<file path="src/hdl/bf_pkg.sv">
// ----------------------------------------------------------------------------
// bf_pkg
// Shared types, request codes and the pi digit tables of the Blowfish engine.
// ----------------------------------------------------------------------------
package bf_pkg;

  localparam int unsigned KEY_BYTES_MAX = 72;
  localparam int unsigned KEY_AW        = $clog2(KEY_BYTES_MAX);
  localparam int unsigned KEY_CW        = $clog2(KEY_BYTES_MAX + 1);
  localparam int unsigned P_ENTRIES     = 18;
  localparam int unsigned S_ENTRIES     = 1024;
  localparam int unsigned S_BANK_DEPTH  = 256;
  localparam int unsigned ROUNDS        = 16;

  typedef enum logic [1:0] {
    REQ_KEY  = 2'd0,
    REQ_ENC  = 2'd1,
    REQ_DEC  = 2'd2,
    REQ_NONE = 2'd3
  } bf_req_e;

  typedef struct packed {
    bf_req_e     req_type;
    logic [7:0]  key_byte;
    logic        key_last;
    logic [63:0] block_in;
  } bf_in_t;

  typedef struct packed {
    logic [63:0] block_out;
    logic        result_kind;
  } bf_out_t;

  typedef struct packed {
    logic              wr;
    logic              clr;
    logic [7:0]        data;
    logic [KEY_AW-1:0] rd_addr;
  } bf_key_ctl_t;

  localparam logic RESULT_BLOCK = 1'b0;
  localparam logic RESULT_KEY   = 1'b1;

  localparam logic [31:0] PI_P [P_ENTRIES] = '{
    32'h243F6A88, 32'h85A308D3, 32'h13198A2E, 32'h03707344,
    32'hA4093822, 32'h299F31D0, 32'h082EFA98, 32'hEC4E6C89,
    32'h452821E6, 32'h38D01377, 32'hBE5466CF, 32'h34E90C6C,
    32'hC0AC29B7, 32'hC97C50DD, 32'h3F84D5B5, 32'hB5470917,
    32'h9216D5D9, 32'h8979FB1B
  };

  localparam logic [31:0] PI_S [S_ENTRIES] = '{
    32'hD1310BA6, 32'h98DFB5AC, 32'h2FFD72DB, 32'hD01ADFB7,
    32'hB8E1AFED, 32'h6A267E96, 32'hBA7C9045, 32'hF12C7F99,
    32'h24A19947, 32'hB3916CF7, 32'h0801F2E2, 32'h858EFC16,
    32'h636920D8, 32'h71574E69, 32'hA458FEA3, 32'hF4933D7E,
    32'h0D95748F, 32'h728EB658, 32'h718BCD58, 32'h82154AEE,
    32'h7B54A41D, 32'hC25A59B5, 32'h9C30D539, 32'h2AF26013,
    32'hC5D1B023, 32'h286085F0, 32'hCA417918, 32'hB8DB38EF,
    32'h8E79DCB0, 32'h603A180E, 32'h6C9E0E8B, 32'hB01E8A3E,
    32'hD71577C1, 32'hBD314B27, 32'h78AF2FDA, 32'h55605C60,
    32'hE65525F3, 32'hAA55AB94, 32'h57489862, 32'h63E81440,
    32'h55CA396A, 32'h2AAB10B6, 32'hB4CC5C34, 32'h1141E8CE,
    32'hA15486AF, 32'h7C72E993, 32'hB3EE1411, 32'h636FBC2A,
    32'h2BA9C55D, 32'h741831F6, 32'hCE5C3E16, 32'h9B87931E,
    32'hAFD6BA33, 32'h6C24CF5C, 32'h7A325381, 32'h28958677,
    32'h3B8F4898, 32'h6B4BB9AF, 32'hC4BFE81B, 32'h66282193,
    32'h61D809CC, 32'hFB21A991, 32'h487CAC60, 32'h5DEC8032,
    32'hEF845D5D, 32'hE98575B1, 32'hDC262302, 32'hEB651B88,
    32'h23893E81, 32'hD396ACC5, 32'h0F6D6FF3, 32'h83F44239,
    32'h2E0B4482, 32'hA4842004, 32'h69C8F04A, 32'h9E1F9B5E,
    32'h21C66842, 32'hF6E96C9A, 32'h670C9C61, 32'hABD388F0,
    32'h6A51A0D2, 32'hD8542F68, 32'h960FA728, 32'hAB5133A3,
    32'h6EEF0B6C, 32'h137A3BE4, 32'hBA3BF050, 32'h7EFB2A98,
    32'hA1F1651D, 32'h39AF0176, 32'h66CA593E, 32'h82430E88,
    32'h8CEE8619, 32'h456F9FB4, 32'h7D84A5C3, 32'h3B8B5EBE,
    32'hE06F75D8, 32'h85C12073, 32'h401A449F, 32'h56C16AA6,
    32'h4ED3AA62, 32'h363F7706, 32'h1BFEDF72, 32'h429B023D,
    32'h37D0D724, 32'hD00A1248, 32'hDB0FEAD3, 32'h49F1C09B,
    32'h075372C9, 32'h80991B7B, 32'h25D479D8, 32'hF6E8DEF7,
    32'hE3FE501A, 32'hB6794C3B, 32'h976CE0BD, 32'h04C006BA,
    32'hC1A94FB6, 32'h409F60C4, 32'h5E5C9EC2, 32'h196A2463,
    32'h68FB6FAF, 32'h3E6C53B5, 32'h1339B2EB, 32'h3B52EC6F,
    32'h6DFC511F, 32'h9B30952C, 32'hCC814544, 32'hAF5EBD09,
    32'hBEE3D004, 32'hDE334AFD, 32'h660F2807, 32'h192E4BB3,
    32'hC0CBA857, 32'h45C8740F, 32'hD20B5F39, 32'hB9D3FBDB,
    32'h5579C0BD, 32'h1A60320A, 32'hD6A100C6, 32'h402C7279,
    32'h679F25FE, 32'hFB1FA3CC, 32'h8EA5E9F8, 32'hDB3222F8,
    32'h3C7516DF, 32'hFD616B15, 32'h2F501EC8, 32'hAD0552AB,
    32'h323DB5FA, 32'hFD238760, 32'h53317B48, 32'h3E00DF82,
    32'h9E5C57BB, 32'hCA6F8CA0, 32'h1A87562E, 32'hDF1769DB,
    32'hD542A8F6, 32'h287EFFC3, 32'hAC6732C6, 32'h8C4F5573,
    32'h695B27B0, 32'hBBCA58C8, 32'hE1FFA35D, 32'hB8F011A0,
    32'h10FA3D98, 32'hFD2183B8, 32'h4AFCB56C, 32'h2DD1D35B,
    32'h9A53E479, 32'hB6F84565, 32'hD28E49BC, 32'h4BFB9790,
    32'hE1DDF2DA, 32'hA4CB7E33, 32'h62FB1341, 32'hCEE4C6E8,
    32'hEF20CADA, 32'h36774C01, 32'hD07E9EFE, 32'h2BF11FB4,
    32'h95DBDA4D, 32'hAE909198, 32'hEAAD8E71, 32'h6B93D5A0,
    32'hD08ED1D0, 32'hAFC725E0, 32'h8E3C5B2F, 32'h8E7594B7,
    32'h8FF6E2FB, 32'hF2122B64, 32'h8888B812, 32'h900DF01C,
    32'h4FAD5EA0, 32'h688FC31C, 32'hD1CFF191, 32'hB3A8C1AD,
    32'h2F2F2218, 32'hBE0E1777, 32'hEA752DFE, 32'h8B021FA1,
    32'hE5A0CC0F, 32'hB56F74E8, 32'h18ACF3D6, 32'hCE89E299,
    32'hB4A84FE0, 32'hFD13E0B7, 32'h7CC43B81, 32'hD2ADA8D9,
    32'h165FA266, 32'h80957705, 32'h93CC7314, 32'h211A1477,
    32'hE6AD2065, 32'h77B5FA86, 32'hC75442F5, 32'hFB9D35CF,
    32'hEBCDAF0C, 32'h7B3E89A0, 32'hD6411BD3, 32'hAE1E7E49,
    32'h00250E2D, 32'h2071B35E, 32'h226800BB, 32'h57B8E0AF,
    32'h2464369B, 32'hF009B91E, 32'h5563911D, 32'h59DFA6AA,
    32'h78C14389, 32'hD95A537F, 32'h207D5BA2, 32'h02E5B9C5,
    32'h83260376, 32'h6295CFA9, 32'h11C81968, 32'h4E734A41,
    32'hB3472DCA, 32'h7B14A94A, 32'h1B510052, 32'h9A532915,
    32'hD60F573F, 32'hBC9BC6E4, 32'h2B60A476, 32'h81E67400,
    32'h08BA6FB5, 32'h571BE91F, 32'hF296EC6B, 32'h2A0DD915,
    32'hB6636521, 32'hE7B9F9B6, 32'hFF34052E, 32'hC5855664,
    32'h53B02D5D, 32'hA99F8FA1, 32'h08BA4799, 32'h6E85076A,
    32'h4B7A70E9, 32'hB5B32944, 32'hDB75092E, 32'hC4192623,
    32'hAD6EA6B0, 32'h49A7DF7D, 32'h9CEE60B8, 32'h8FEDB266,
    32'hECAA8C71, 32'h699A17FF, 32'h5664526C, 32'hC2B19EE1,
    32'h193602A5, 32'h75094C29, 32'hA0591340, 32'hE4183A3E,
    32'h3F54989A, 32'h5B429D65, 32'h6B8FE4D6, 32'h99F73FD6,
    32'hA1D29C07, 32'hEFE830F5, 32'h4D2D38E6, 32'hF0255DC1,
    32'h4CDD2086, 32'h8470EB26, 32'h6382E9C6, 32'h021ECC5E,
    32'h09686B3F, 32'h3EBAEFC9, 32'h3C971814, 32'h6B6A70A1,
    32'h687F3584, 32'h52A0E286, 32'hB79C5305, 32'hAA500737,
    32'h3E07841C, 32'h7FDEAE5C, 32'h8E7D44EC, 32'h5716F2B8,
    32'hB03ADA37, 32'hF0500C0D, 32'hF01C1F04, 32'h0200B3FF,
    32'hAE0CF51A, 32'h3CB574B2, 32'h25837A58, 32'hDC0921BD,
    32'hD19113F9, 32'h7CA92FF6, 32'h94324773, 32'h22F54701,
    32'h3AE5E581, 32'h37C2DADC, 32'hC8B57634, 32'h9AF3DDA7,
    32'hA9446146, 32'h0FD0030E, 32'hECC8C73E, 32'hA4751E41,
    32'hE238CD99, 32'h3BEA0E2F, 32'h3280BBA1, 32'h183EB331,
    32'h4E548B38, 32'h4F6DB908, 32'h6F420D03, 32'hF60A04BF,
    32'h2CB81290, 32'h24977C79, 32'h5679B072, 32'hBCAF89AF,
    32'hDE9A771F, 32'hD9930810, 32'hB38BAE12, 32'hDCCF3F2E,
    32'h5512721F, 32'h2E6B7124, 32'h501ADDE6, 32'h9F84CD87,
    32'h7A584718, 32'h7408DA17, 32'hBC9F9ABC, 32'hE94B7D8C,
    32'hEC7AEC3A, 32'hDB851DFA, 32'h63094366, 32'hC464C3D2,
    32'hEF1C1847, 32'h3215D908, 32'hDD433B37, 32'h24C2BA16,
    32'h12A14D43, 32'h2A65C451, 32'h50940002, 32'h133AE4DD,
    32'h71DFF89E, 32'h10314E55, 32'h81AC77D6, 32'h5F11199B,
    32'h043556F1, 32'hD7A3C76B, 32'h3C11183B, 32'h5924A509,
    32'hF28FE6ED, 32'h97F1FBFA, 32'h9EBABF2C, 32'h1E153C6E,
    32'h86E34570, 32'hEAE96FB1, 32'h860E5E0A, 32'h5A3E2AB3,
    32'h771FE71C, 32'h4E3D06FA, 32'h2965DCB9, 32'h99E71D0F,
    32'h803E89D6, 32'h5266C825, 32'h2E4CC978, 32'h9C10B36A,
    32'hC6150EBA, 32'h94E2EA78, 32'hA5FC3C53, 32'h1E0A2DF4,
    32'hF2F74EA7, 32'h361D2B3D, 32'h1939260F, 32'h19C27960,
    32'h5223A708, 32'hF71312B6, 32'hEBADFE6E, 32'hEAC31F66,
    32'hE3BC4595, 32'hA67BC883, 32'hB17F37D1, 32'h018CFF28,
    32'hC332DDEF, 32'hBE6C5AA5, 32'h65582185, 32'h68AB9802,
    32'hEECEA50F, 32'hDB2F953B, 32'h2AEF7DAD, 32'h5B6E2F84,
    32'h1521B628, 32'h29076170, 32'hECDD4775, 32'h619F1510,
    32'h13CCA830, 32'hEB61BD96, 32'h0334FE1E, 32'hAA0363CF,
    32'hB5735C90, 32'h4C70A239, 32'hD59E9E0B, 32'hCBAADE14,
    32'hEECC86BC, 32'h60622CA7, 32'h9CAB5CAB, 32'hB2F3846E,
    32'h648B1EAF, 32'h19BDF0CA, 32'hA02369B9, 32'h655ABB50,
    32'h40685A32, 32'h3C2AB4B3, 32'h319EE9D5, 32'hC021B8F7,
    32'h9B540B19, 32'h875FA099, 32'h95F7997E, 32'h623D7DA8,
    32'hF837889A, 32'h97E32D77, 32'h11ED935F, 32'h16681281,
    32'h0E358829, 32'hC7E61FD6, 32'h96DEDFA1, 32'h7858BA99,
    32'h57F584A5, 32'h1B227263, 32'h9B83C3FF, 32'h1AC24696,
    32'hCDB30AEB, 32'h532E3054, 32'h8FD948E4, 32'h6DBC3128,
    32'h58EBF2EF, 32'h34C6FFEA, 32'hFE28ED61, 32'hEE7C3C73,
    32'h5D4A14D9, 32'hE864B7E3, 32'h42105D14, 32'h203E13E0,
    32'h45EEE2B6, 32'hA3AAABEA, 32'hDB6C4F15, 32'hFACB4FD0,
    32'hC742F442, 32'hEF6ABBB5, 32'h654F3B1D, 32'h41CD2105,
    32'hD81E799E, 32'h86854DC7, 32'hE44B476A, 32'h3D816250,
    32'hCF62A1F2, 32'h5B8D2646, 32'hFC8883A0, 32'hC1C7B6A3,
    32'h7F1524C3, 32'h69CB7492, 32'h47848A0B, 32'h5692B285,
    32'h095BBF00, 32'hAD19489D, 32'h1462B174, 32'h23820E00,
    32'h58428D2A, 32'h0C55F5EA, 32'h1DADF43E, 32'h233F7061,
    32'h3372F092, 32'h8D937E41, 32'hD65FECF1, 32'h6C223BDB,
    32'h7CDE3759, 32'hCBEE7460, 32'h4085F2A7, 32'hCE77326E,
    32'hA6078084, 32'h19F8509E, 32'hE8EFD855, 32'h61D99735,
    32'hA969A7AA, 32'hC50C06C2, 32'h5A04ABFC, 32'h800BCADC,
    32'h9E447A2E, 32'hC3453484, 32'hFDD56705, 32'h0E1E9EC9,
    32'hDB73DBD3, 32'h105588CD, 32'h675FDA79, 32'hE3674340,
    32'hC5C43465, 32'h713E38D8, 32'h3D28F89E, 32'hF16DFF20,
    32'h153E21E7, 32'h8FB03D4A, 32'hE6E39F2B, 32'hDB83ADF7,
    32'hE93D5A68, 32'h948140F7, 32'hF64C261C, 32'h94692934,
    32'h411520F7, 32'h7602D4F7, 32'hBCF46B2E, 32'hD4A20068,
    32'hD4082471, 32'h3320F46A, 32'h43B7D4B7, 32'h500061AF,
    32'h1E39F62E, 32'h97244546, 32'h14214F74, 32'hBF8B8840,
    32'h4D95FC1D, 32'h96B591AF, 32'h70F4DDD3, 32'h66A02F45,
    32'hBFBC09EC, 32'h03BD9785, 32'h7FAC6DD0, 32'h31CB8504,
    32'h96EB27B3, 32'h55FD3941, 32'hDA2547E6, 32'hABCA0A9A,
    32'h28507825, 32'h530429F4, 32'h0A2C86DA, 32'hE9B66DFB,
    32'h68DC1462, 32'hD7486900, 32'h680EC0A4, 32'h27A18DEE,
    32'h4F3FFEA2, 32'hE887AD8C, 32'hB58CE006, 32'h7AF4D6B6,
    32'hAACE1E7C, 32'hD3375FEC, 32'hCE78A399, 32'h406B2A42,
    32'h20FE9E35, 32'hD9F385B9, 32'hEE39D7AB, 32'h3B124E8B,
    32'h1DC9FAF7, 32'h4B6D1856, 32'h26A36631, 32'hEAE397B2,
    32'h3A6EFA74, 32'hDD5B4332, 32'h6841E7F7, 32'hCA7820FB,
    32'hFB0AF54E, 32'hD8FEB397, 32'h454056AC, 32'hBA489527,
    32'h55533A3A, 32'h20838D87, 32'hFE6BA9B7, 32'hD096954B,
    32'h55A867BC, 32'hA1159A58, 32'hCCA92963, 32'h99E1DB33,
    32'hA62A4A56, 32'h3F3125F9, 32'h5EF47E1C, 32'h9029317C,
    32'hFDF8E802, 32'h04272F70, 32'h80BB155C, 32'h05282CE3,
    32'h95C11548, 32'hE4C66D22, 32'h48C1133F, 32'hC70F86DC,
    32'h07F9C9EE, 32'h41041F0F, 32'h404779A4, 32'h5D886E17,
    32'h325F51EB, 32'hD59BC0D1, 32'hF2BCC18F, 32'h41113564,
    32'h257B7834, 32'h602A9C60, 32'hDFF8E8A3, 32'h1F636C1B,
    32'h0E12B4C2, 32'h02E1329E, 32'hAF664FD1, 32'hCAD18115,
    32'h6B2395E0, 32'h333E92E1, 32'h3B240B62, 32'hEEBEB922,
    32'h85B2A20E, 32'hE6BA0D99, 32'hDE720C8C, 32'h2DA2F728,
    32'hD0127845, 32'h95B794FD, 32'h647D0862, 32'hE7CCF5F0,
    32'h5449A36F, 32'h877D48FA, 32'hC39DFD27, 32'hF33E8D1E,
    32'h0A476341, 32'h992EFF74, 32'h3A6F6EAB, 32'hF4F8FD37,
    32'hA812DC60, 32'hA1EBDDF8, 32'h991BE14C, 32'hDB6E6B0D,
    32'hC67B5510, 32'h6D672C37, 32'h2765D43B, 32'hDCD0E804,
    32'hF1290DC7, 32'hCC00FFA3, 32'hB5390F92, 32'h690FED0B,
    32'h667B9FFB, 32'hCEDB7D9C, 32'hA091CF0B, 32'hD9155EA3,
    32'hBB132F88, 32'h515BAD24, 32'h7B9479BF, 32'h763BD6EB,
    32'h37392EB3, 32'hCC115979, 32'h8026E297, 32'hF42E312D,
    32'h6842ADA7, 32'hC66A2B3B, 32'h12754CCC, 32'h782EF11C,
    32'h6A124237, 32'hB79251E7, 32'h06A1BBE6, 32'h4BFB6350,
    32'h1A6B1018, 32'h11CAEDFA, 32'h3D25BDD8, 32'hE2E1C3C9,
    32'h44421659, 32'h0A121386, 32'hD90CEC6E, 32'hD5ABEA2A,
    32'h64AF674E, 32'hDA86A85F, 32'hBEBFE988, 32'h64E4C3FE,
    32'h9DBC8057, 32'hF0F7C086, 32'h60787BF8, 32'h6003604D,
    32'hD1FD8346, 32'hF6381FB0, 32'h7745AE04, 32'hD736FCCC,
    32'h83426B33, 32'hF01EAB71, 32'hB0804187, 32'h3C005E5F,
    32'h77A057BE, 32'hBDE8AE24, 32'h55464299, 32'hBF582E61,
    32'h4E58F48F, 32'hF2DDFDA2, 32'hF474EF38, 32'h8789BDC2,
    32'h5366F9C3, 32'hC8B38E74, 32'hB475F255, 32'h46FCD9B9,
    32'h7AEB2661, 32'h8B1DDF84, 32'h846A0E79, 32'h915F95E2,
    32'h466E598E, 32'h20B45770, 32'h8CD55591, 32'hC902DE4C,
    32'hB90BACE1, 32'hBB8205D0, 32'h11A86248, 32'h7574A99E,
    32'hB77F19B6, 32'hE0A9DC09, 32'h662D09A1, 32'hC4324633,
    32'hE85A1F02, 32'h09F0BE8C, 32'h4A99A025, 32'h1D6EFE10,
    32'h1AB93D1D, 32'h0BA5A4DF, 32'hA186F20F, 32'h2868F169,
    32'hDCB7DA83, 32'h573906FE, 32'hA1E2CE9B, 32'h4FCD7F52,
    32'h50115E01, 32'hA70683FA, 32'hA002B5C4, 32'h0DE6D027,
    32'h9AF88C27, 32'h773F8641, 32'hC3604C06, 32'h61A806B5,
    32'hF0177A28, 32'hC0F586E0, 32'h006058AA, 32'h30DC7D62,
    32'h11E69ED7, 32'h2338EA63, 32'h53C2DD94, 32'hC2C21634,
    32'hBBCBEE56, 32'h90BCB6DE, 32'hEBFC7DA1, 32'hCE591D76,
    32'h6F05E409, 32'h4B7C0188, 32'h39720A3D, 32'h7C927C24,
    32'h86E3725F, 32'h724D9DB9, 32'h1AC15BB4, 32'hD39EB8FC,
    32'hED545578, 32'h08FCA5B5, 32'hD83D7CD3, 32'h4DAD0FC4,
    32'h1E50EF5E, 32'hB161E6F8, 32'hA28514D9, 32'h6C51133C,
    32'h6FD5C7E7, 32'h56E14EC4, 32'h362ABFCE, 32'hDDC6C837,
    32'hD79A3234, 32'h92638212, 32'h670EFA8E, 32'h406000E0,
    32'h3A39CE37, 32'hD3FAF5CF, 32'hABC27737, 32'h5AC52D1B,
    32'h5CB0679E, 32'h4FA33742, 32'hD3822740, 32'h99BC9BBE,
    32'hD5118E9D, 32'hBF0F7315, 32'hD62D1C7E, 32'hC700C47B,
    32'hB78C1B6B, 32'h21A19045, 32'hB26EB1BE, 32'h6A366EB4,
    32'h5748AB2F, 32'hBC946E79, 32'hC6A376D2, 32'h6549C2C8,
    32'h530FF8EE, 32'h468DDE7D, 32'hD5730A1D, 32'h4CD04DC6,
    32'h2939BBDB, 32'hA9BA4650, 32'hAC9526E8, 32'hBE5EE304,
    32'hA1FAD5F0, 32'h6A2D519A, 32'h63EF8CE2, 32'h9A86EE22,
    32'hC089C2B8, 32'h43242EF6, 32'hA51E03AA, 32'h9CF2D0A4,
    32'h83C061BA, 32'h9BE96A4D, 32'h8FE51550, 32'hBA645BD6,
    32'h2826A2F9, 32'hA73A3AE1, 32'h4BA99586, 32'hEF5562E9,
    32'hC72FEFD3, 32'hF752F7DA, 32'h3F046F69, 32'h77FA0A59,
    32'h80E4A915, 32'h87B08601, 32'h9B09E6AD, 32'h3B3EE593,
    32'hE990FD5A, 32'h9E34D797, 32'h2CF0B7D9, 32'h022B8B51,
    32'h96D5AC3A, 32'h017DA67D, 32'hD1CF3ED6, 32'h7C7D2D28,
    32'h1F9F25CF, 32'hADF2B89B, 32'h5AD6B472, 32'h5A88F54C,
    32'hE029AC71, 32'hE019A5E6, 32'h47B0ACFD, 32'hED93FA9B,
    32'hE8D3C48D, 32'h283B57CC, 32'hF8D56629, 32'h79132E28,
    32'h785F0191, 32'hED756055, 32'hF7960E44, 32'hE3D35E8C,
    32'h15056DD4, 32'h88F46DBA, 32'h03A16125, 32'h0564F0BD,
    32'hC3EB9E15, 32'h3C9057A2, 32'h97271AEC, 32'hA93A072A,
    32'h1B3F6D9B, 32'h1E6321F5, 32'hF59C66FB, 32'h26DCF319,
    32'h7533D928, 32'hB155FDF5, 32'h03563482, 32'h8ABA3CBB,
    32'h28517711, 32'hC20AD9F8, 32'hABCC5167, 32'hCCAD925F,
    32'h4DE81751, 32'h3830DC8E, 32'h379D5862, 32'h9320F991,
    32'hEA7A90C2, 32'hFB3E7BCE, 32'h5121CE64, 32'h774FBE32,
    32'hA8B6E37E, 32'hC3293D46, 32'h48DE5369, 32'h6413E680,
    32'hA2AE0810, 32'hDD6DB224, 32'h69852DFD, 32'h09072166,
    32'hB39A460A, 32'h6445C0DD, 32'h586CDECF, 32'h1C20C8AE,
    32'h5BBEF7DD, 32'h1B588D40, 32'hCCD2017F, 32'h6BB4E3BB,
    32'hDDA26A7E, 32'h3A59FF45, 32'h3E350A44, 32'hBCB4CDD5,
    32'h72EACEA8, 32'hFA6484BB, 32'h8D6612AE, 32'hBF3C6F47,
    32'hD29BE463, 32'h542F5D9E, 32'hAEC2771B, 32'hF64E6370,
    32'h740E0D8D, 32'hE75B1357, 32'hF8721671, 32'hAF537D5D,
    32'h4040CB08, 32'h4EB4E2CC, 32'h34D2466A, 32'h0115AF84,
    32'hE1B00428, 32'h95983A1D, 32'h06B89FB4, 32'hCE6EA048,
    32'h6F3F3B82, 32'h3520AB82, 32'h011A1D4B, 32'h277227F8,
    32'h611560B1, 32'hE7933FDC, 32'hBB3A792B, 32'h344525BD,
    32'hA08839E1, 32'h51CE794B, 32'h2F32C9B7, 32'hA01FBAC9,
    32'hE01CC87E, 32'hBCC7D1F6, 32'hCF0111C3, 32'hA1E8AAC7,
    32'h1A908749, 32'hD44FBD9A, 32'hD0DADECB, 32'hD50ADA38,
    32'h0339C32A, 32'hC6913667, 32'h8DF9317C, 32'hE0B12B4F,
    32'hF79E59B7, 32'h43F5BB3A, 32'hF2D519FF, 32'h27D9459C,
    32'hBF97222C, 32'h15E6FC2A, 32'h0F91FC71, 32'h9B941525,
    32'hFAE59361, 32'hCEB69CEB, 32'hC2A86459, 32'h12BAA8D1,
    32'hB6C1075E, 32'hE3056A0C, 32'h10D25065, 32'hCB03A442,
    32'hE0EC6E0E, 32'h1698DB3B, 32'h4C98A0BE, 32'h3278E964,
    32'h9F1F9532, 32'hE0D392DF, 32'hD3A0342B, 32'h8971F21E,
    32'h1B0A7441, 32'h4BA3348C, 32'hC5BE7120, 32'hC37632D8,
    32'hDF359F8D, 32'h9B992F2E, 32'hE60B6F47, 32'h0FE3F11D,
    32'hE54CDA54, 32'h1EDAD891, 32'hCE6279CF, 32'hCD3E7E6F,
    32'h1618B166, 32'hFD2C1D05, 32'h848FD2C5, 32'hF6FB2299,
    32'hF523F357, 32'hA6327623, 32'h93A83531, 32'h56CCCD02,
    32'hACF08162, 32'h5A75EBB5, 32'h6E163697, 32'h88D273CC,
    32'hDE966292, 32'h81B949D0, 32'h4C50901B, 32'h71C65614,
    32'hE6C6C7BD, 32'h327A140A, 32'h45E1D006, 32'hC3F27B9A,
    32'hC9AA53FD, 32'h62A80F00, 32'hBB25BFE2, 32'h35BDD2F6,
    32'h71126905, 32'hB2040222, 32'hB6CBCF7C, 32'hCD769C2B,
    32'h53113EC0, 32'h1640E3D3, 32'h38ABBD60, 32'h2547ADF0,
    32'hBA38209C, 32'hF746CE76, 32'h77AFA1C5, 32'h20756060,
    32'h85CBFE4E, 32'h8AE88DD8, 32'h7AAAF9B0, 32'h4CF9AA7E,
    32'h1948C25C, 32'h02FB8A8C, 32'h01C36AE4, 32'hD6EBE1F9,
    32'h90D4F869, 32'hA65CDEA0, 32'h3F09252D, 32'hC208E69F,
    32'hB74E6132, 32'hCE77E25B, 32'h578FDFE3, 32'h3AC372E6
  };

endpackage

</file>
<file path="src/hdl/bf_key_store.sv">
// ----------------------------------------------------------------------------
// bf_key_store
// Key byte memory with its fill count; bytes past the capacity are dropped.
// ----------------------------------------------------------------------------
module bf_key_store (
  input  logic                      clk_i,
  input  logic                      rst_ni,
  input  bf_pkg::bf_key_ctl_t       ctl_i,
  output logic [7:0]                rd_data_o,
  output logic [bf_pkg::KEY_CW-1:0] count_o
);
  import bf_pkg::*;

  logic [7:0]        mem [KEY_BYTES_MAX];
  logic [KEY_CW-1:0] count_q;
  logic              room;

  assign room    = (count_q < KEY_CW'(KEY_BYTES_MAX));
  assign count_o = count_q;

  always_ff @(posedge clk_i or negedge rst_ni) begin
    if (!rst_ni) begin
      count_q <= '0;
    end else if (ctl_i.clr) begin
      count_q <= '0;
    end else if (ctl_i.wr && room) begin
      count_q <= count_q + KEY_CW'(1);
    end
  end

  always_ff @(posedge clk_i) begin
    if (ctl_i.wr && room) begin
      mem[count_q[KEY_AW-1:0]] <= ctl_i.data;
    end
    rd_data_o <= mem[ctl_i.rd_addr];
  end

endmodule

</file>
<file path="config.mk">
export PLATFORM = sky130hd
export DESIGN_NAME = bf_key_store
export DESIGN_NICKNAME = d
export VERILOG_FILES = /design/src/hdl/bf_pkg.sv /design/src/hdl/bf_key_store.sv
export SDC_FILE = /design/constraint.sdc
export NUM_CORES = 1
export LEC_CHECK = 0
export ABC_AREA = 1
export BUFFER_PORTS_ARGS = -buffer_cell sky130_fd_sc_hd__buf_2
export CAP_MARGIN = 20
export CORE_MARGIN = 2
export CORE_UTILIZATION = 35
export DETAILED_ROUTE_END_ITERATION = 8
export GPL_ROUTABILITY_DRIVEN = 0
export MAX_ROUTING_LAYER = met4
export SYNTH_ARGS = -nofsm -noshare
export SYNTH_HDL_FRONTEND = slang
export SYNTH_SLANG_ARGS = --single-unit
</file>
<file path="constraint.sdc">
create_clock -name clk_i -period 4.8 [get_ports clk_i]
set_input_delay 0.72 -clock clk_i [delete_from_list [all_inputs] [get_ports clk_i]]
set_output_delay 0.72 -clock clk_i [all_outputs]
set_load 0.005 [all_outputs]
</file>
==> results.yml, run 1 <==
power_and_ir_drop:
  pwr-share-comb_pct: 5.9
  power.density_nw_per_um2: 399
  power_leakage_nw: 9.40
  clkPwrFrac_pct: 40.7
  ir_worst_vdd_mv: 0.281
  switching_share_pct: 22.3
  sequentialPowerShare_pct: 53.4
  p_switching_mw: 2.37
  totalPowerFinal_mw: 10.7
  power.internal_mw: 8.29
timing:
  max_slew_margin_pct: 29.0
  rsz0062_at_grt: "false"
  hold_viol: 0
  final.setup.tns_ns: 0
  fin_worst_skew_ns: 0.0188
  tightest_slew_ns: 1.06
  fmax_mhz: 336
  period_needed_ns: 2.98
  post-route-period-util_pct: 62.0
  setup_viol: 0
  slew_viol_final: 0
floorplanning:
  io_pins: 34
  die_y_um: 266
  die_w_um: 266
  num_rows: 96
  die_area_um2: 70900
  core_area_um2: 68300
  initial_core_util_pct: 35.2
clocking:
  clk_pin_slew_ns: 0.06
  cts_max_path_buffers: 3
  post_cts_buffers: 0
  worst_skew_pair.late_latency_ns: 0.62
  htree_levels: 2
  cts_buffers: 57
  tritoncts: "done"
  clock-sinks: 591
  cts_root_buf: "clkbuf_16"
  cts_resized: 0
setup_path:
  cp_num_buf_inv: 0
  slowest_stage: "nor2_1"
  crit_chain: "nor2_1 > nand2_1 > nand2_1 > nand2_1 > nor2_1 > nand3_2 > nor2_1"
  timing.rr.start: "count_o[4]$_DFFE_PN0P_"
  cp_slowest_stage_delay_ns: 0.90
  critPathCaptureType: "flop"
  r2r.worst_path.cells: 7
  arrival_ns: 3.21
  crit_fanout: 9
  reg2reg_to: "mem[57][1]$_DFFE_PP_"
  crit_type: "flop to flop"
  startpoint_type: "flop"
  crit_required_ns: 5.04
  rrSetupSlack_ns: 1.82
  path_delay_family: "simple AND/OR/NAND/NOR gates"
grt:
  grt_first_pass_wirelength_um: 93200
  grt_pass1_vias: 14800
  grt-ovfl-total: 0
  grt_use_total_pct: 17.9
  grt_max_degree: 194
  antenna_found_initial: 3
drt:
  drc_errors: 0
  via_count: 15500
  drt-total-wl_um: 62100
  drt-initial-drc-count: 1581
  wl_met2_um: 29100
  wl_per_cell_um: 20.9
  ant_nets: 0
  via_per_inst: 5.22
  drt-pass1-iter-count: 5
  top_layer: "met4"
  dr_wl_met3_um: 4510
  wl_met1_um: 26800
yosys:
  ys_warn_count: 0
  syn_nets: 2066
  syn_avg_cell_area_um2: 11.8
  synth_cell_types: 27
  synth_seq_cells: 591
  seq_area_frac_synth_pct: 73.2
  netlist_area_um2: 24100
  syn_inst: 2046
job:
  cap_violations: 0
hold_path:
  whs_endpoint: "count_o[6]$_DFFE_PN0P_"
  hold_depth: 2
  min_from: "ctl_i[15]"
  hold_class: "input port to flop"
layout:
  drive_gt1_share_pct: 6.95
  multiInputGateArea_um2: 5670
  final_common_cell: "nand2_1"
  area_growth_pct: 11.0
  final_nets: 2063
  fillers: 6433
  final_cell_mix: "677 x nand2_1, 576 x edfxtp_1, 439 x nand3_1"
  seqCellArea_um2: 17600
placed_design:
  io_buffers: 33
  place_hpwl_um: 35500
outcome:
  outcome: "finished, final reports clean"
synthesized netlist by cell type:
cell | number | area share (%)
ha_1 | 1 | 0.052
buf_4 | 11 | 0.34
inv_2 | 2 | 0.031
inv_6 | 1 | 0.036
buf_1 | 18 | 0.28
dfxtp_1 | 8 | 0.67
nand3_2 | 3 | 0.12
clkinv_1 | 2 | 0.031
o21ai_1 | 2 | 0.042
nand2_2 | 1 | 0.026
buf_2 | 57 | 1.2
inv_1 | 19 | 0.30
o21bai_1 | 8 | 0.25
nor2_1 | 110 | 1.7
nand3_1 | 439 | 9.1
a21oi_1 | 5 | 0.10
inv_4 | 1 | 0.026
nor3_1 | 3 | 0.062
dfrtp_1 | 7 | 0.73
a211oi_1 | 2 | 0.062
clkbuf_1 | 18 | 0.28
buf_6 | 16 | 0.75
nand4_2 | 3 | 0.16
edfxtp_1 | 576 | 72
o21ai_0 | 40 | 0.83
nand2_1 | 677 | 11
o22ai_1 | 16 | 0.42
power groups by stage:
stage / combinational, mW / sequential (mW) / clock [mW]
after floorplan: 0.363 / 5.80 / 0
after global placement: 0.617 / 5.81 / 0
after detailed placement: 0.626 / 5.81 / 0
after CTS: 0.628 / 5.70 / 4.39
after global routing: 0.689 / 5.69 / 4.58
final: 0.629 / 5.70 / 4.34
per-layer routing:
metal / up-vias / track usage, %
li1: 7196 / -
met1: 7628 / 24.4
met2: 583 / 27.7
met3: 102 / 2.67
met4: 0 / 5.63
met5: - / -
timing repair:
| action | in CTS | in global routing |
|---|---|---|
| setup endpoints to repair | 0 | 0 |
| hold buffers | 1 | 0 |
| hold endpoints to repair | 7 | 0 |
worst max-delay path by stage:
stage / from / to / slack (ns) / cells past startpoint
after global placement: ctl_i[0] / rd_data_o[3]$_DFF_P_ / 1.70 / 13
after detailed placement: ctl_i[0] / rd_data_o[3]$_DFF_P_ / 1.72 / 13
after floorplan: ctl_i[16] / mem[31][0]$_DFFE_PP_ / 2.54 / 6
after CTS: count_o[3]$_DFFE_PN0P_ / mem[56][4]$_DFFE_PP_ / 1.84 / 7
after global routing: count_o[3]$_DFFE_PN0P_ / mem[57][4]$_DFFE_PP_ / 1.67 / 7
final: count_o[4]$_DFFE_PN0P_ / mem[57][1]$_DFFE_PP_ / 1.82 / 7
metrics by stage:
| step | hold WS (ns) | util, % | instance area, um2 | cells | worst slack (ns) |
|---|---|---|---|---|---|
| detailed placement | 0.579 | 36.5 | 24900 | 2864 | 1.72 |
| global placement | 0.579 | 36.4 | 24900 | 2863 | 1.70 |
| floorplan | 0.424 | - | 24100 | 2046 | 2.54 |
| CTS | 0.303 | 39.1 | 26700 | 2968 | 1.84 |
| global route | 0.343 | 39.1 | 26700 | 2971 | 1.67 |
| finish | 0.340 | 39.1 | 26700 | 2971 | 1.82 |
cell families (layout without fill, tap and decap cells):
| logic type | count (synthesis) | in the layout | synth area share [%] |
|---|---|---|---|
| simple gates | 1236 | 1236 | 21.8 |
| flops | 591 | 591 | 73.2 |
| buf+inv | 145 | 186 | 3.26 |
| compound gates | 73 | 73 | 1.70 |
| fa+ha+maj | 1 | 1 | 0.0520 |
| other cells | 0 | 2 | 0 |
state kept, by name, indices dropped and copies added (netlist names):
name,cells
rd_data_o,8
count_o,7
mem,576
layout make-up:
class | instances | share of cell area (%)
Clock buffer | 74 | 5.73
Sequential cell | 591 | 65.9
Tap cell | 882 | 4.13
Clock inverter | 29 | 0.908
Timing Repair Buffer | 58 | 1.68
Inverter | 25 | 0.388
Antenna cell | 2 | 0.0187
Multi-Input combinational cell | 1310 | 21.2
Note: power is estimated with default switching activity, not from simulation.
==> inputs of run 2 (changes only) <==
--- a/config.mk
+++ b/config.mk
@@ -5,7 +5,7 @@
 export SDC_FILE = /design/constraint.sdc
 export NUM_CORES = 1
 export LEC_CHECK = 0
-export ABC_AREA = 1
+export ABC_AREA = 0
 export BUFFER_PORTS_ARGS = -buffer_cell sky130_fd_sc_hd__buf_2
 export CAP_MARGIN = 20
 export CORE_MARGIN = 2
==> constraint.sdc (replaced) <==
create_clock -name clk_i -period 3.07 [get_ports clk_i]
set_input_delay 0.4605 -clock clk_i [delete_from_list [all_inputs] [get_ports clk_i]]
set_output_delay 0.4605 -clock clk_i [all_outputs]
set_load 0.005 [all_outputs]
==> results.yml, run 2 <==
outcome:
  outcome: "finished, final reports clean"
placed_design:
  place_ws_ns: 0.0642
  io_buffers: 33
  dpl_cell_area_um2: 25000
  dp_cells: 2011
  place_hpwl_um: 33300
hold_path:
  hold_depth: 2
  hold_class: "input port to flop"
  whs_endpoint: "count_o[3]$_DFFE_PN0P_"
  min_from: "ctl_i[15]"
timing:
  setup_ws_ns: 0.669
  setup_viol: 0
  hold_viol: 0
  period_needed_ns: 2.40
  slew_viol_final: 0
  max_slew_margin_pct: 39.3
  fin_worst_skew_ns: 0.0238
  post-route-period-util_pct: 78.2
  rsz0062_at_grt: "false"
  final.setup.tns_ns: 0
  tightest_slew_ns: 0.911
  fmax_mhz: 416
  hold_slack_ns: 0.131
floorplanning:
  die_w_um: 260
  core_area_um2: 64600
  num_rows: 93
  initial_core_util_pct: 35.5
  io_pins: 34
  die_y_um: 260
  die_area_um2: 67500
yosys:
  synth_most_common_cell: "edfxtp_1"
  synth_seq_cells: 591
  synth_cell_types: 39
  ys_warn_count: 0
  synth.top_cell.area_share_pct: 75.5
  netlist_area_um2: 22900
  syn_avg_cell_area_um2: 21.9
  synthArstFlopShare_pct: 1.18
  synth_flop_cell: "edfxtp_1"
  synth_top_area_cell: "edfxtp_1"
  syn_nets: 1064
  syn_inst: 1044
  synth_common_cells: "576 x edfxtp_1, 154 x mux4_2, 87 x nor2_1"
  seq_area_frac_synth_pct: 77.0
  synthTopCellsByArea: "edfxtp_1 76%, mux4_2 15%, mux2i_1 1.9%"
  synth-edff-count: 576
layout:
  multiInputGateArea_um2: 4990
  final_common_cell: "edfxtp_1"
  layout.cells.non_filler: 2111
  drive_gt1_share_pct: 32.0
  fin_util_pct: 41.4
  final_nets: 1237
  largest_reg_flops: 576
  area_growth_pct: 16.7
  seqCellArea_um2: 17600
  fillers: 5602
  num_antenna_cells: 0
  final_area_um2: 26700
  final_cell_mix: "576 x edfxtp_1, 154 x mux4_2, 117 x buf_4"
drt:
  via_per_inst: 5.19
  drt-total-wl_um: 52700
  drt-initial-drc-count: 1195
  wl_per_cell_um: 25.0
  ant_nets: 0
  drc_errors: 0
  via_count: 11000
  drt-pass1-iter-count: 5
grt:
  grt_pass1_vias: 11300
  grt_use_total_pct: 16.3
  grt_max_degree: 73
  antenna_found_initial: 2
  grt_first_pass_wirelength_um: 77400
  grt-ovfl-total: 0
setup_path:
  crit_fanout: 9
  cp_slowest_stage_delay_ns: 0.40
  crit_type: "flop to flop"
  startpoint_type: "flop"
  crit_required_ns: 3.37
  slowest_stage: "nor3_1"
  r2r.worst_path.cells: 7
  critPathCaptureType: "flop"
  arrival_ns: 2.70
  reg2reg_to: "mem[27][1]$_DFFE_PP_"
  timing.rr.start: "count_o[3]$_DFFE_PN0P_"
  crit_chain: "nor3_1 > o21ai_1 > nor2_1 > nand3_1 > buf_4 > nor2_1 > buf_4"
  rrSetupSlack_ns: 0.67
clocking:
  tritoncts: "done"
  htree_levels: 2
  clock-sinks: 591
  cts_resized: 0
  worst_skew_pair.late_latency_ns: 0.61
  post_cts_buffers: 0
  cts_max_path_buffers: 3
  hold_buffers: 1
  cts_buffers: 58
  cts_root_buf: "clkbuf_16"
  clk_pin_slew_ns: 0.06
job:
  cap_violations: 0
power_and_ir_drop:
  power.density_nw_per_um2: 608
  ir_worst_vdd_mv: 0.407
  totalPowerFinal_mw: 16.3
  power_leakage_nw: 8.61
==> run 2: cell types whose count changed after synthesis, moves of 14 or more <==
cell | previous run | this run
nand2_1 | 677 | 18
mux2i_1 | 0 | 43
mux4_2 | 0 | 154
o21ai_0 | 40 | 2
o22ai_1 | 16 | 0
nand3_1 | 439 | 16
nor2_1 | 110 | 87
buf_1 | 18 | 3
buf_6 | 16 | 2
buf_2 | 57 | 15
inv_1 | 19 | 3
==> run 2: cells by family (layout without fill, tap and decap cells) <==
kind of cell	count (synthesis)	in the layout	share of synthesized area, %
buf+inv	53	265	1.26
xor+xnor	4	4	0.153
flops	591	591	77.0
simple gates	154	154	2.94
compound gates	33	33	1.06
fa+ha+maj	1	1	0.0546
mux	208	208	17.6
==> run 2: final cells by class <==
type / count / area share, %
well taps: 855 / 4.00
repair buffers: 163 / 4.95
flip-flops and latches: 591 / 66.0
clock buffers: 73 / 5.72
multi-input cells: 400 / 18.7
inverters: 3 / 0.0421
clock inverters: 26 / 0.660
==> run 2: worst max-delay path, delay by kind of cell (launching register included) <==
kind | cells | cell delay (ns)
and+or+nand+nor | 4 | 1.03
buffers and inverters | 2 | 0.45
DFF | 1 | 0.38
AOI/OAI and AO/OA | 1 | 0.24
==> run 2: where the power goes <==
group | internal, mW | switching (mW)
logic | 0.342 | 0.479
registers | 8.89 | 0.0332
clock network | 3.65 | 2.86
total | 12.9 | 3.37
==> run 2: worst max path at each step <==
stage	depth (start not counted)	slack, ns	endpoint	from
after floorplan	8	0.80	rd_data_o[2]$_DFF_P_	ctl_i[1]
after global placement	6	0.06	rd_data_o[6]$_DFF_P_	ctl_i[0]
after detailed placement	6	0.06	rd_data_o[6]$_DFF_P_	ctl_i[0]
after CTS	6	0.71	rd_data_o[6]$_DFF_P_	ctl_i[0]
after global routing	7	0.53	mem[27][6]$_DFFE_PP_	count_o[3]$_DFFE_PN0P_
final	7	0.67	mem[27][1]$_DFFE_PP_	count_o[3]$_DFFE_PN0P_
==> run 2: per-layer routing <==
metal,vias to the layer above,GRT usage [%],share of wire (%)
met3,71,2.55,6.4
li1,4685,-,-
met4,0,4.21,1.8
met5,-,-,0
met1,5841,23.4,46
met2,359,24.5,46
==> inputs of run 3 (changes only) <==
--- a/config.mk
+++ b/config.mk
@@ -5,7 +5,7 @@
 export SDC_FILE = /design/constraint.sdc
 export NUM_CORES = 1
 export LEC_CHECK = 0
-export ABC_AREA = 0
+export ABC_AREA = 1
 export BUFFER_PORTS_ARGS = -buffer_cell sky130_fd_sc_hd__buf_2
 export CAP_MARGIN = 20
 export CORE_MARGIN = 2
==> constraint.sdc (replaced) <==
create_clock -name clk_i -period 1.95 [get_ports clk_i]
set_input_delay 0.2925 -clock clk_i [delete_from_list [all_inputs] [get_ports clk_i]]
set_output_delay 0.2925 -clock clk_i [all_outputs]
set_load 0.005 [all_outputs]
==> results.yml, run 3 (synthesized netlist as in run 1, its figures left out) <==
timing:
  fin_worst_skew_ns: 0.0258
  tightest_slew_ns: 0.587
  setup_viol: 0
  post-route-period-util_pct: 93.6
  setup_ws_ns: 0.125
  hold_viol: 0
  hold_slack_ns: 0.0669
  fmax_mhz: 548
  slew_viol_final: 0
  rsz0062_at_grt: "true"
  period_needed_ns: 1.82
  max_slew_margin_pct: 60.9
setup_path:
  startpoint: "count_o[6]$_DFFE_PN0P_"
  rrSetupSlack_ns: 0.13
  arrival_ns: 2.15
  crit_fanout: 8
  startpoint_type: "flop"
  cp-endpoint: "mem[58][3]$_DFFE_PP_"
  crit_type: "flop to flop"
  r2r.worst_path.cells: 4
  crit_required_ns: 2.28
  reg2reg_to: "mem[58][3]$_DFFE_PP_"
  critPathCaptureType: "flop"
  timing.rr.start: "count_o[6]$_DFFE_PN0P_"
grt:
  grt_pass1_vias: 16000
  grt-ovfl-total: 0
  grt_first_pass_wirelength_um: 96400
  grt_use_total_pct: 18.5
  antenna_found_initial: 2
  grt_max_degree: 73
drt:
  drt-pass1-iter-count: 7
  via_count: 16200
  via_per_inst: 5.19
  wl_per_cell_um: 20.5
  drt-total-wl_um: 64000
  drc_errors: 0
  drt-initial-drc-count: 1578
  ant_nets: 0
power_and_ir_drop:
  pwr-share-comb_pct: 6.7
  switching_share_pct: 22.2
  ir_worst_vdd_mv: 0.697
  power_leakage_nw: 10.4
  power.density_nw_per_um2: 941
  clkPwrFrac_pct: 40.8
  p_switching_mw: 5.92
  power.internal_mw: 20.8
  sequentialPowerShare_pct: 52.5
hold_path:
  hold_class: "input port to asynchronous set/reset pin"
clocking:
  worst_skew_pair.late_latency_ns: 0.62
  htree_levels: 2
  cts_max_path_buffers: 3
  clk_pin_slew_ns: 0.06
  clock-sinks: 591
  post_cts_buffers: 0
  tritoncts: "done"
  cts_buffers: 59
  cts_root_buf: "clkbuf_16"
job:
  cap_violations: 0
layout:
  area_growth_pct: 18.0
  largest_reg_flops: 576
  fillers: 6282
  final_nets: 2205
  drive_gt1_share_pct: 13.5
  layout.cells.non_filler: 3115
  final_common_cell: "nand2_1"
  final_area_um2: 28400
  fin_util_pct: 41.6
  final_cell_mix: "676 x nand2_1, 576 x edfxtp_1, 439 x nand3_1"
floorplanning:
  die_y_um: 266
  initial_core_util_pct: 35.2
  die_w_um: 266
  die_area_um2: 70900
  io_pins: 34
  num_rows: 96
  core_area_um2: 68300
placed_design:
  dp_cells: 3003
  place_ws_ns: -0.104
  dpl_cell_area_um2: 26500
  place_hpwl_um: 39300
  io_buffers: 33
outcome:
  outcome: "finished, final reports clean"
==> run 3: metal layers <==
metal / GRT usage [%] / vias up / share of wire [%]
met1: 23.6 / 7961 / 42
li1: - / 7482 / -
met5: - / - / 0
met3: 2.50 / 162 / 6.1
met4: 7.96 / 0 / 3.9
met2: 29.8 / 568 / 48
==> run 3: stage by stage <==
stage	total power [mW]	TNS, ns
final	26.7	0
after global routing	27.5	-0.00609
after CTS	26.9	0
after detailed placement	16.1	-0.349
after global placement	16.0	-0.302
after floorplan	15.2	-19.28
==> run 3: worst min path at each step <==
stage / endpoint / startpoint / slack (ns) / depth (start not counted)
2_1_floorplan: count_o[0]$_DFFE_PN0P_ / rst_ni / -0.003 / 0
3_3_place_gp: count_o[6]$_DFFE_PN0P_ / rst_ni / 0.13 / 1
3_5_place_dp: count_o[6]$_DFFE_PN0P_ / rst_ni / 0.14 / 1
4_1_cts: count_o[6]$_DFFE_PN0P_ / rst_ni / 0.04 / 2
5_1_grt: count_o[6]$_DFFE_PN0P_ / rst_ni / 0.05 / 2
6_report: count_o[6]$_DFFE_PN0P_ / rst_ni / 0.07 / 2
==> run 3: layout make-up <==
cell class	count	area, um2	share of cell area [%]
diodes	2	5.00	0.0176
clock buffers	73	1550	5.45
clock inverters	34	292	1.03
inverters	25	104	0.366
multi-input cells	1310	5710	20.1
flip-flops and latches	591	17600	62.1
well taps	882	1100	3.89
repair buffers	198	2010	7.07
==> run 3: power by group through the flow <==
stage	Combinational, mW	Clock, mW	Sequential (mW)
6_report	1.79	10.9	14.0
2_1_floorplan	0.895	0	14.3
3_5_place_dp	1.78	0	14.3
5_1_grt	1.95	11.6	14.0
3_3_place_gp	1.77	0	14.3
4_1_cts	1.79	11.1	14.0
==> run 3: timing repair <==
| item | 4_1_cts | 5_1_grt |
|---|---|---|
| hold buffers | 3 | 0 |
| pin swaps | 0 | 1 |
| resized for setup | 1 | 19 |
| endpoints found under the setup margin | 6 | 310 |
| hold endpoints to repair | 13 | 0 |
==> run 3: critical path: stages, from the launching register on <==
cell and delay (ns):
dfrtp_1 0.48, nor2_1 0.27, nand2_1 0.34, nor2_1 0.27
buf_6 0.18
